[src/rtl/pbec_pkg.sv]
// Shared types, constants and helper functions for the packet bit-error counter.
// Depends on nothing; pbec_accum and the top level import it.
`timescale 1ns / 1ps
`default_nettype none

package pbec_pkg;

  localparam int REF_DEPTH = 256;
  localparam int REF_AW    = $clog2(REF_DEPTH);
  localparam int POS_W     = 8;
  localparam int BYTE_W    = 8;
  localparam int POP_W     = 4;
  localparam int RUN_BITS_W = 12;
  localparam int RUN_CNT_W  = 9;
  localparam int TOTAL_W    = 32;
  localparam int RESULT_W   = RUN_BITS_W + RUN_CNT_W + 5 * TOTAL_W;
  localparam int OUT_DATA_W = ((RESULT_W + 7) / 8) * 8;

  typedef enum logic [1:0] {
    CMD_LOAD  = 2'd0,
    CMD_CLEAR = 2'd1,
    CMD_RECV  = 2'd2
  } cmd_t;

  typedef struct packed {
    cmd_t              cmd;
    logic              last;
    logic              crc_good;
    logic [BYTE_W-1:0] data;
  } beat_t;

  typedef struct packed {
    logic [TOTAL_W-1:0]    bit_errors_caught;
    logic [TOTAL_W-1:0]    bit_errors_total;
    logic [TOTAL_W-1:0]    bytes_seen;
    logic [TOTAL_W-1:0]    packets_clean;
    logic [TOTAL_W-1:0]    packets_seen;
    logic [RUN_CNT_W-1:0]  packet_byte_errors;
    logic [RUN_BITS_W-1:0] packet_bit_errors;
  } result_t;

  function automatic logic [REF_AW-1:0] ref_index(input logic [POS_W-1:0] pos);
    return REF_AW'(32'(pos) % REF_DEPTH);
  endfunction

  function automatic logic [POP_W-1:0] pop8(input logic [BYTE_W-1:0] v);
    logic [POP_W-1:0] n;
    n = '0;
    for (int i = 0; i < BYTE_W; i++) begin
      n = n + POP_W'(v[i]);
    end
    return n;
  endfunction

  function automatic logic [TOTAL_W-1:0] sat_add32(input logic [TOTAL_W-1:0] a,
                                                   input logic [TOTAL_W-1:0] b);
    logic [TOTAL_W:0] s;
    s = {1'b0, a} + {1'b0, b};
    return s[TOTAL_W] ? {TOTAL_W{1'b1}} : s[TOTAL_W-1:0];
  endfunction

endpackage

`default_nettype wire

[src/rtl/pbec_ram.sv]
// Generic single-write, single-read RAM with a registered read port.
// Depends on nothing.
`timescale 1ns / 1ps
`default_nettype none

module pbec_ram #(
  parameter int WIDTH = 8,
  parameter int DEPTH = 256
) (
  input  wire logic                     clk,
  input  wire logic                     we,
  input  wire logic [$clog2(DEPTH)-1:0] waddr,
  input  wire logic [WIDTH-1:0]         wdata,
  input  wire logic                     re,
  input  wire logic [$clog2(DEPTH)-1:0] raddr,
  output logic      [WIDTH-1:0]         rdata
);

  logic [WIDTH-1:0] mem [DEPTH];

  always_ff @(posedge clk) begin
    if (we) begin
      mem[waddr] <= wdata;
    end
    if (re) begin
      rdata <= mem[raddr];
    end
  end

endmodule

`default_nettype wire

[src/rtl/pbec_accum.sv]
// Per-packet run counters and saturating running totals of the error counter.
// Depends on pbec_pkg.
`timescale 1ns / 1ps
`default_nettype none

module pbec_accum import pbec_pkg::*; (
  input  wire logic              clk,
  input  wire logic              rst,
  input  wire logic              fire,
  input  wire beat_t             beat,
  input  wire logic [BYTE_W-1:0] ref_byte,
  output logic                   emit,
  output result_t                result
);

  localparam logic [RUN_BITS_W-1:0] RUN_BITS_MAX = {RUN_BITS_W{1'b1}};
  localparam logic [RUN_CNT_W-1:0]  RUN_CNT_MAX  = {RUN_CNT_W{1'b1}};

  logic [RUN_BITS_W-1:0] run_bits;
  logic [RUN_CNT_W-1:0]  run_byte_errs;
  logic [RUN_CNT_W-1:0]  run_bytes;
  logic [TOTAL_W-1:0]    total_packets;
  logic [TOTAL_W-1:0]    total_clean;
  logic [TOTAL_W-1:0]    total_bytes;
  logic [TOTAL_W-1:0]    total_bits;
  logic [TOTAL_W-1:0]    total_caught;

  logic [BYTE_W-1:0]     diff;
  logic [RUN_BITS_W:0]   bits_sum;
  logic [RUN_BITS_W-1:0] run_bits_next;
  logic [RUN_CNT_W-1:0]  run_byte_errs_next;
  logic [RUN_CNT_W-1:0]  run_bytes_next;
  logic                  is_recv;

  always_comb begin
    diff     = beat.data ^ ref_byte;
    bits_sum = {1'b0, run_bits} + (RUN_BITS_W + 1)'(pop8(diff));
    run_bits_next = bits_sum[RUN_BITS_W] ? RUN_BITS_MAX : bits_sum[RUN_BITS_W-1:0];
    run_byte_errs_next = run_byte_errs;
    if ((diff != '0) && (run_byte_errs != RUN_CNT_MAX)) begin
      run_byte_errs_next = run_byte_errs + 1'b1;
    end
    run_bytes_next = (run_bytes == RUN_CNT_MAX) ? RUN_CNT_MAX : run_bytes + 1'b1;
    is_recv = (beat.cmd == CMD_RECV);
    emit    = fire && is_recv && beat.last;

    result.packet_bit_errors  = run_bits_next;
    result.packet_byte_errors = run_byte_errs_next;
    result.packets_seen       = sat_add32(total_packets, TOTAL_W'(1));
    result.packets_clean      = (run_bits_next == '0) ?
                                sat_add32(total_clean, TOTAL_W'(1)) : total_clean;
    result.bytes_seen         = sat_add32(total_bytes, TOTAL_W'(run_bytes_next));
    result.bit_errors_total   = sat_add32(total_bits, TOTAL_W'(run_bits_next));
    result.bit_errors_caught  = beat.crc_good ? total_caught :
                                sat_add32(total_caught, TOTAL_W'(run_bits_next));
  end

  always_ff @(posedge clk) begin
    if (rst) begin
      run_bits      <= '0;
      run_byte_errs <= '0;
      run_bytes     <= '0;
      total_packets <= '0;
      total_clean   <= '0;
      total_bytes   <= '0;
      total_bits    <= '0;
      total_caught  <= '0;
    end else if (fire) begin
      case (beat.cmd)
        CMD_CLEAR: begin
          total_packets <= '0;
          total_clean   <= '0;
          total_bytes   <= '0;
          total_bits    <= '0;
          total_caught  <= '0;
        end
        CMD_RECV: begin
          if (beat.last) begin
            run_bits      <= '0;
            run_byte_errs <= '0;
            run_bytes     <= '0;
            total_packets <= result.packets_seen;
            total_clean   <= result.packets_clean;
            total_bytes   <= result.bytes_seen;
            total_bits    <= result.bit_errors_total;
            total_caught  <= result.bit_errors_caught;
          end else begin
            run_bits      <= run_bits_next;
            run_byte_errs <= run_byte_errs_next;
            run_bytes     <= run_bytes_next;
          end
        end
        default: begin
        end
      endcase
    end
  end

  a_clear_zeroes: assert property (@(posedge clk) disable iff (rst)
    (fire && beat.cmd == CMD_CLEAR) |=> (total_packets == '0 && total_bits == '0))
    else $error("totals not cleared after a clear beat");

  a_run_restart: assert property (@(posedge clk) disable iff (rst)
    emit |=> (run_bits == '0 && run_bytes == '0 && run_byte_errs == '0))
    else $error("run counters not restarted after the last beat");

  a_byte_errs_bound: assert property (@(posedge clk) disable iff (rst)
    run_byte_errs <= run_bytes)
    else $error("byte errors exceed bytes in the packet");

endmodule

`default_nettype wire

[src/rtl/packet_bit_error_counter_unit.sv]
// Top level of the packet bit-error counter: input stage, reference RAM,
// counters and the result register. Depends on pbec_pkg, pbec_ram, pbec_accum.
`timescale 1ns / 1ps
`default_nettype none

// The block takes one beat per clock cycle unless stalled. A load beat writes a
// reference byte, a clear beat zeroes the totals, and a received beat is compared
// with the reference byte at its position. A received beat with tlast set produces
// one result beat: the beat and its registered reference RAM read are held in the
// compare stage, and the result is then captured in the output register. The input
// is stalled only while a finished result waits in the output register and the beat
// in the compare stage needs that register too.

module packet_bit_error_counter_unit import pbec_pkg::*; (
  input  wire logic                  clk,
  input  wire logic                  rst,
  input  wire logic                  s_tvalid,
  output logic                       s_tready,
  input  wire logic [15:0]           s_tdata,  // byte_pos, data_byte
  input  wire logic [2:0]            s_tuser,  // command[1:0], crc_good
  input  wire logic                  s_tlast,  // last_byte
  output logic                       m_tvalid,
  input  wire logic                  m_tready,
  output logic [OUT_DATA_W-1:0]      m_tdata   // packet_bit_errors, packet_byte_errors,
                                               // packets_seen, packets_clean,
                                               // bytes_seen, bit_errors_total,
                                               // bit_errors_caught, zero fill
);

  logic              accept;
  logic              fire;
  logic              stage_valid;
  beat_t             stage_beat;
  beat_t             in_beat;
  logic [REF_AW-1:0] in_idx;
  logic [BYTE_W-1:0] ref_byte;
  logic              emit;
  logic              needs_out;
  result_t           result;
  result_t           out_reg;

  always_comb begin
    in_beat.cmd      = cmd_t'(s_tuser[1:0]);
    in_beat.crc_good = s_tuser[2];
    in_beat.last     = s_tlast;
    in_beat.data     = s_tdata[15:8];
    in_idx           = ref_index(s_tdata[7:0]);
    needs_out        = (stage_beat.cmd == CMD_RECV) && stage_beat.last;
    s_tready         = !stage_valid || !needs_out || !m_tvalid || m_tready;
    accept           = s_tvalid && s_tready;
    fire             = stage_valid && s_tready;
  end

  pbec_ram #(
    .WIDTH(BYTE_W),
    .DEPTH(REF_DEPTH)
  ) u_ref_ram (
    .clk  (clk),
    .we   (accept && in_beat.cmd == CMD_LOAD),
    .waddr(in_idx),
    .wdata(in_beat.data),
    .re   (accept),
    .raddr(in_idx),
    .rdata(ref_byte)
  );

  pbec_accum u_accum (
    .clk     (clk),
    .rst     (rst),
    .fire    (fire),
    .beat    (stage_beat),
    .ref_byte(ref_byte),
    .emit    (emit),
    .result  (result)
  );

  always_ff @(posedge clk) begin
    if (rst) begin
      stage_valid <= 1'b0;
      m_tvalid    <= 1'b0;
    end else begin
      if (s_tready) begin
        stage_valid <= s_tvalid;
      end
      if (emit) begin
        m_tvalid <= 1'b1;
      end else if (m_tready) begin
        m_tvalid <= 1'b0;
      end
    end
    if (accept) begin
      stage_beat <= in_beat;
    end
    if (emit) begin
      out_reg <= result;
    end
  end

  assign m_tdata = {(OUT_DATA_W - RESULT_W)'(0), out_reg};

  a_result_source: assert property (@(posedge clk) disable iff (rst)
    (m_tvalid && !$past(m_tvalid)) |-> $past(emit))
    else $error("result beat without a finished packet");

  a_stall_reason: assert property (@(posedge clk) disable iff (rst)
    !s_tready |-> (m_tvalid && !m_tready && stage_valid))
    else $error("input stalled without a waiting result");

  a_no_overwrite: assert property (@(posedge clk) disable iff (rst)
    (m_tvalid && !m_tready) |-> !emit)
    else $error("waiting result overwritten");

endmodule

`default_nettype wire
[config.mk]
export PLATFORM = sky130hd
export DESIGN_NAME = packet_bit_error_counter_unit
export DESIGN_NICKNAME = d
export VERILOG_FILES = /design/src/rtl/pbec_pkg.sv /design/src/rtl/pbec_ram.sv /design/src/rtl/pbec_accum.sv /design/src/rtl/packet_bit_error_counter_unit.sv
export SDC_FILE = /design/constraint.sdc
export NUM_CORES = 2
export LEC_CHECK = 0
export ABC_AREA = 1
export BUFFER_PORTS_ARGS = -buffer_cell sky130_fd_sc_hd__buf_2
export CAP_MARGIN = 20
export CORE_MARGIN = 1.5
export CORE_UTILIZATION = 40
export CTS_CLUSTER_SIZE = 8
export DETAILED_ROUTE_END_ITERATION = 8
export GPL_TIMING_DRIVEN = 1
export PLACE_DENSITY = 0.61
export SETUP_SLACK_MARGIN = 0.1
export SYNTH_ARGS = -nofsm -noshare
export SYNTH_HDL_FRONTEND = slang
export SYNTH_SLANG_ARGS = --single-unit
[constraint.sdc]
create_clock -name clk -period 5.34 [get_ports clk]
set_input_delay 0.267 -clock clk [delete_from_list [all_inputs] [get_ports clk]]
set_output_delay 0.267 -clock clk [all_outputs]
set_load 0.01 [all_outputs]
==> results.cfg <==
[job]
drv_cap = 0

[die]
core_um2 = 246000
start_util_pct = 40.3
dieHeight_um = 501
io_pins = 210
die_x_um = 501
rows = 182
fp.dieArea_um2 = 251000

[clock_tree]
clk-insertion-delay-late_ns = 0.96
root_buffer = clkbuf_16
cts_tree = built
clk_pin_slew_ns = 0.05
clk_path_buf_depth = 4
cts.sink_count = 2441
htreeDepth = 5
numCtsBuffers = 356

[route]
drc_errors = 0
detail-route-antenna-nets = 0
drt-total-wl_um = 279000
vias = 66130
dr.pass1.iters = 5
wl_per_cell_um = 23.3
drtIter0Drc = 6548
vias_per_cell = 5.53

[timing]
fin_ws_ns = -0.397
max_freq_mhz = 174
hold_viol = 0
fin_crit_ns = 5.74
drv_slew = 0
clock-skew-final_ns = 0.0811
slew_headroom_pct = 21.5
rsz0062_at_grt = true
worst_pin_slew_ns = 1.18
setup_viol = 128
setup_tns_ns = -37.22
timing.final.crit_share_pct = 107
whs_ns = 0.00909

[finish]
design_area_um2 = 117000
num-fill-cells = 21606
layout_common_cells = edfxtp_1 (2,249), nand2_1 (2,165), a22oi_1 (947)
final_common_cell = edfxtp_1
drive_gt1_share_pct = 15.7
areaGrowthSynthToFinish_pct = 18.1
finalNonFillerCells = 11960
nNetsFinal = 8648

[grt]
grt_pass1_wl_um = 413000
antenna_found_initial = 10
grt_usage_pct = 21.6
grt-ovfl-total = 0
grt_pass1_vias = 64472
grt_max_degree = 193

[critical_path]
crit_end = u_accum.total_bits[13]
crit_type = reg -> reg
crit_cells = 30
reg2reg_from = u_ref_ram.rdata[0]
worstPathArrival_ns = 6.54
crit_path_start_kind = register
regToRegSetupSlack_ns = -0.40
r2r_cells = 30
path_buf_inv = 6
slowest_stage = fa_2
cp_max_fo = 8
crit_family = adder cells
end_kind = register
reg2reg_to = u_accum.total_bits[13]
max_stage_delay_ns = 0.53
cp-startpoint = u_ref_ram.rdata[0]
required_ns = 6.15
path_common_cell = nand2_1

[logic_synthesis]
async_flop_share_pct = 0
yosys_warnings = 0
ys_seq_area_share_pct = 71.9
ys.flop_type = edfxtp_1
synth-edff-count = 2249
synth_area_um2 = 99300
synth-seq-cells = 2441
synth_cells = 8055
synthDistinctLibCells = 55
postSynthAreaPerCell_um2 = 12.3

[worst_hold_path]
hp-class = in -> reg

[power_and_ir_drop]
p_sw_share_pct = 23.2
clkPwrFrac_pct = 42.6
power_frac_comb_pct = 11.3
p_per_area_nw_per_um2 = 390
power.share.sequential_pct = 46.2
p_switching_w = 0.0106
ir_drop_mv = 0.410
power_leakage_nw = 40.8
p_int_w = 0.0351

[outcome]
status = finished, violations left
violations = setup timing

[placement]
dp_hpwl_um = 162000
pre_cts_ws_ns = -0.532
io_buffers = 206
placed_cell_area_um2 = 106000
place.gp.congestion = 0.887
post-place-cells = 11432
==> what timing repair did <==
item / in CTS / in global routing
buffers inserted: 58 / 9
cloned: 6 / 4
endpoints found under the setup margin: 162 / 192
resized for setup: 250 / 104
endpoints found under the hold margin: 331 / 0
hold buffers: 14 / 0
pin swaps: 65 / 44
==> worst min-delay path by stage <==
| stage | start | depth (start not counted) | to | slack, ns |
|---|---|---|---|---|
| after CTS | s_tlast | 2 | stage_beat[9] | 0.03 |
| after detailed placement | s_tlast | 1 | stage_beat[9] | 0.46 |
| final | rst | 3 | u_accum.total_bits[30] | 0.009 |
| after floorplan | s_tdata[8] | 0 | stage_beat[0] | 0.37 |
| after global routing | rst | 3 | u_accum.total_bits[30] | 0.06 |
| after global placement | s_tlast | 1 | stage_beat[9] | 0.45 |
==> routing by layer <==
metal	routed length (um)	track usage (%)	up-vias	part of all wire (%)
met3	21800	3.96	536	7.8
met4	9110	7.68	10	3.3
met5	59	0	-	0.021
li1	-	-	30080	-
met1	117000	29.7	32771	42
met2	131000	34.2	2733	47
==> cell families (layout without fill, tap and decap cells) <==
family | after synthesis | count (layout) | synth area share, %
AO/OA/AOI/OAI | 1353 | 1353 | 9.40
AND/OR/NAND/NOR | 3435 | 3438 | 14.5
multiplexers | 1 | 1 | 0.0101
buffers and inverters | 705 | 1285 | 2.91
other | 1 | 11 | 0.00378
flip-flops | 2441 | 2441 | 71.9
XOR/XNOR | 65 | 65 | 0.573
adder cells (fa/ha/maj) | 54 | 54 | 0.741
==> layout make-up <==
type,instances,area (um2),share of cell area (%)
diodes,8,20.0,0.0171
clock buffers,418,9240,7.88
clock inverters,10,98.8,0.0843
inverters,301,1170,0.998
multi-input cells,4914,26700,22.8
flip-flops and latches,2441,71400,60.9
well taps,3312,4140,3.53
repair buffers,556,4500,3.84
==> worst reg2reg max path: cells and delay by family (launching register included) <==
kind | cells | cell delay, ns
buffers and inverters | 6 | 0.55
xor gates and xnor gates | 1 | 0.20
DFF | 1 | 0.41
and+or+nand+nor | 12 | 1.09
adders and majority gates | 7 | 2.82
AOI/OAI and AO/OA | 4 | 0.55
==> synthesized netlist by cell type, types with 6 or more instances <==
master       n  share of area (%)
a21oi_1    231                1.2
a21oi_2     30               0.26
a22oi_1    948                7.2
and2_1      38               0.24
buf_1       45               0.17
buf_2      134               0.68
buf_4        7              0.053
clkbuf_1   215               0.81
dfxtp_1    192                3.9
edfxtp_1  2249                 68
fa_1         8               0.16
ha_1        46               0.58
inv_1      288                1.1
inv_2        8              0.030
nand2_1   2259                8.5
nand2_4     30               0.34
nand3_1    221                1.1
nand3_2     32               0.32
nand3b_1    21               0.16
nand4_1    131               0.83
nor2_1     591                2.2
nor3_1      48               0.24
nor4_1       7              0.044
o21ai_0    103               0.52
o21ai_1     13              0.066
o22a_1       6              0.053
or2_2       28               0.18
xnor2_1     18               0.16
xor2_1      47               0.41
==> per-stage QoR <==
stage	utilization [%]	total power (W)
after floorplan	-	0.0239
after global placement	42.8	0.0258
after detailed placement	42.8	0.0258
after CTS	47.3	0.0455
after global routing	47.6	0.0471
final	47.6	0.0457
==> power by group through the flow <==
stage               clock network [W]  registers, W  logic [W]
floorplan                           0        0.0215    0.00245
global placement                    0        0.0215    0.00433
detailed placement                  0        0.0215    0.00438
CTS                            0.0197        0.0211    0.00464
global route                   0.0204        0.0211    0.00555
finish                         0.0195        0.0211    0.00515
==> state kept, by name, summed over array words and instances (netlist names), 8 cells and up <==
signal / cells
u_accum.total_caught: 32
u_ref_ram.rdata: 8
u_accum.run_byte_errs: 9
u_accum.total_bytes: 32
u_ref_ram.mem: 2048
u_accum.total_packets: 32
m_tdata: 181
stage_beat: 12
u_accum.run_bits: 12
u_accum.total_clean: 32
u_accum.run_bytes: 9
u_accum.total_bits: 32
(Power assumes the default switching activity.)
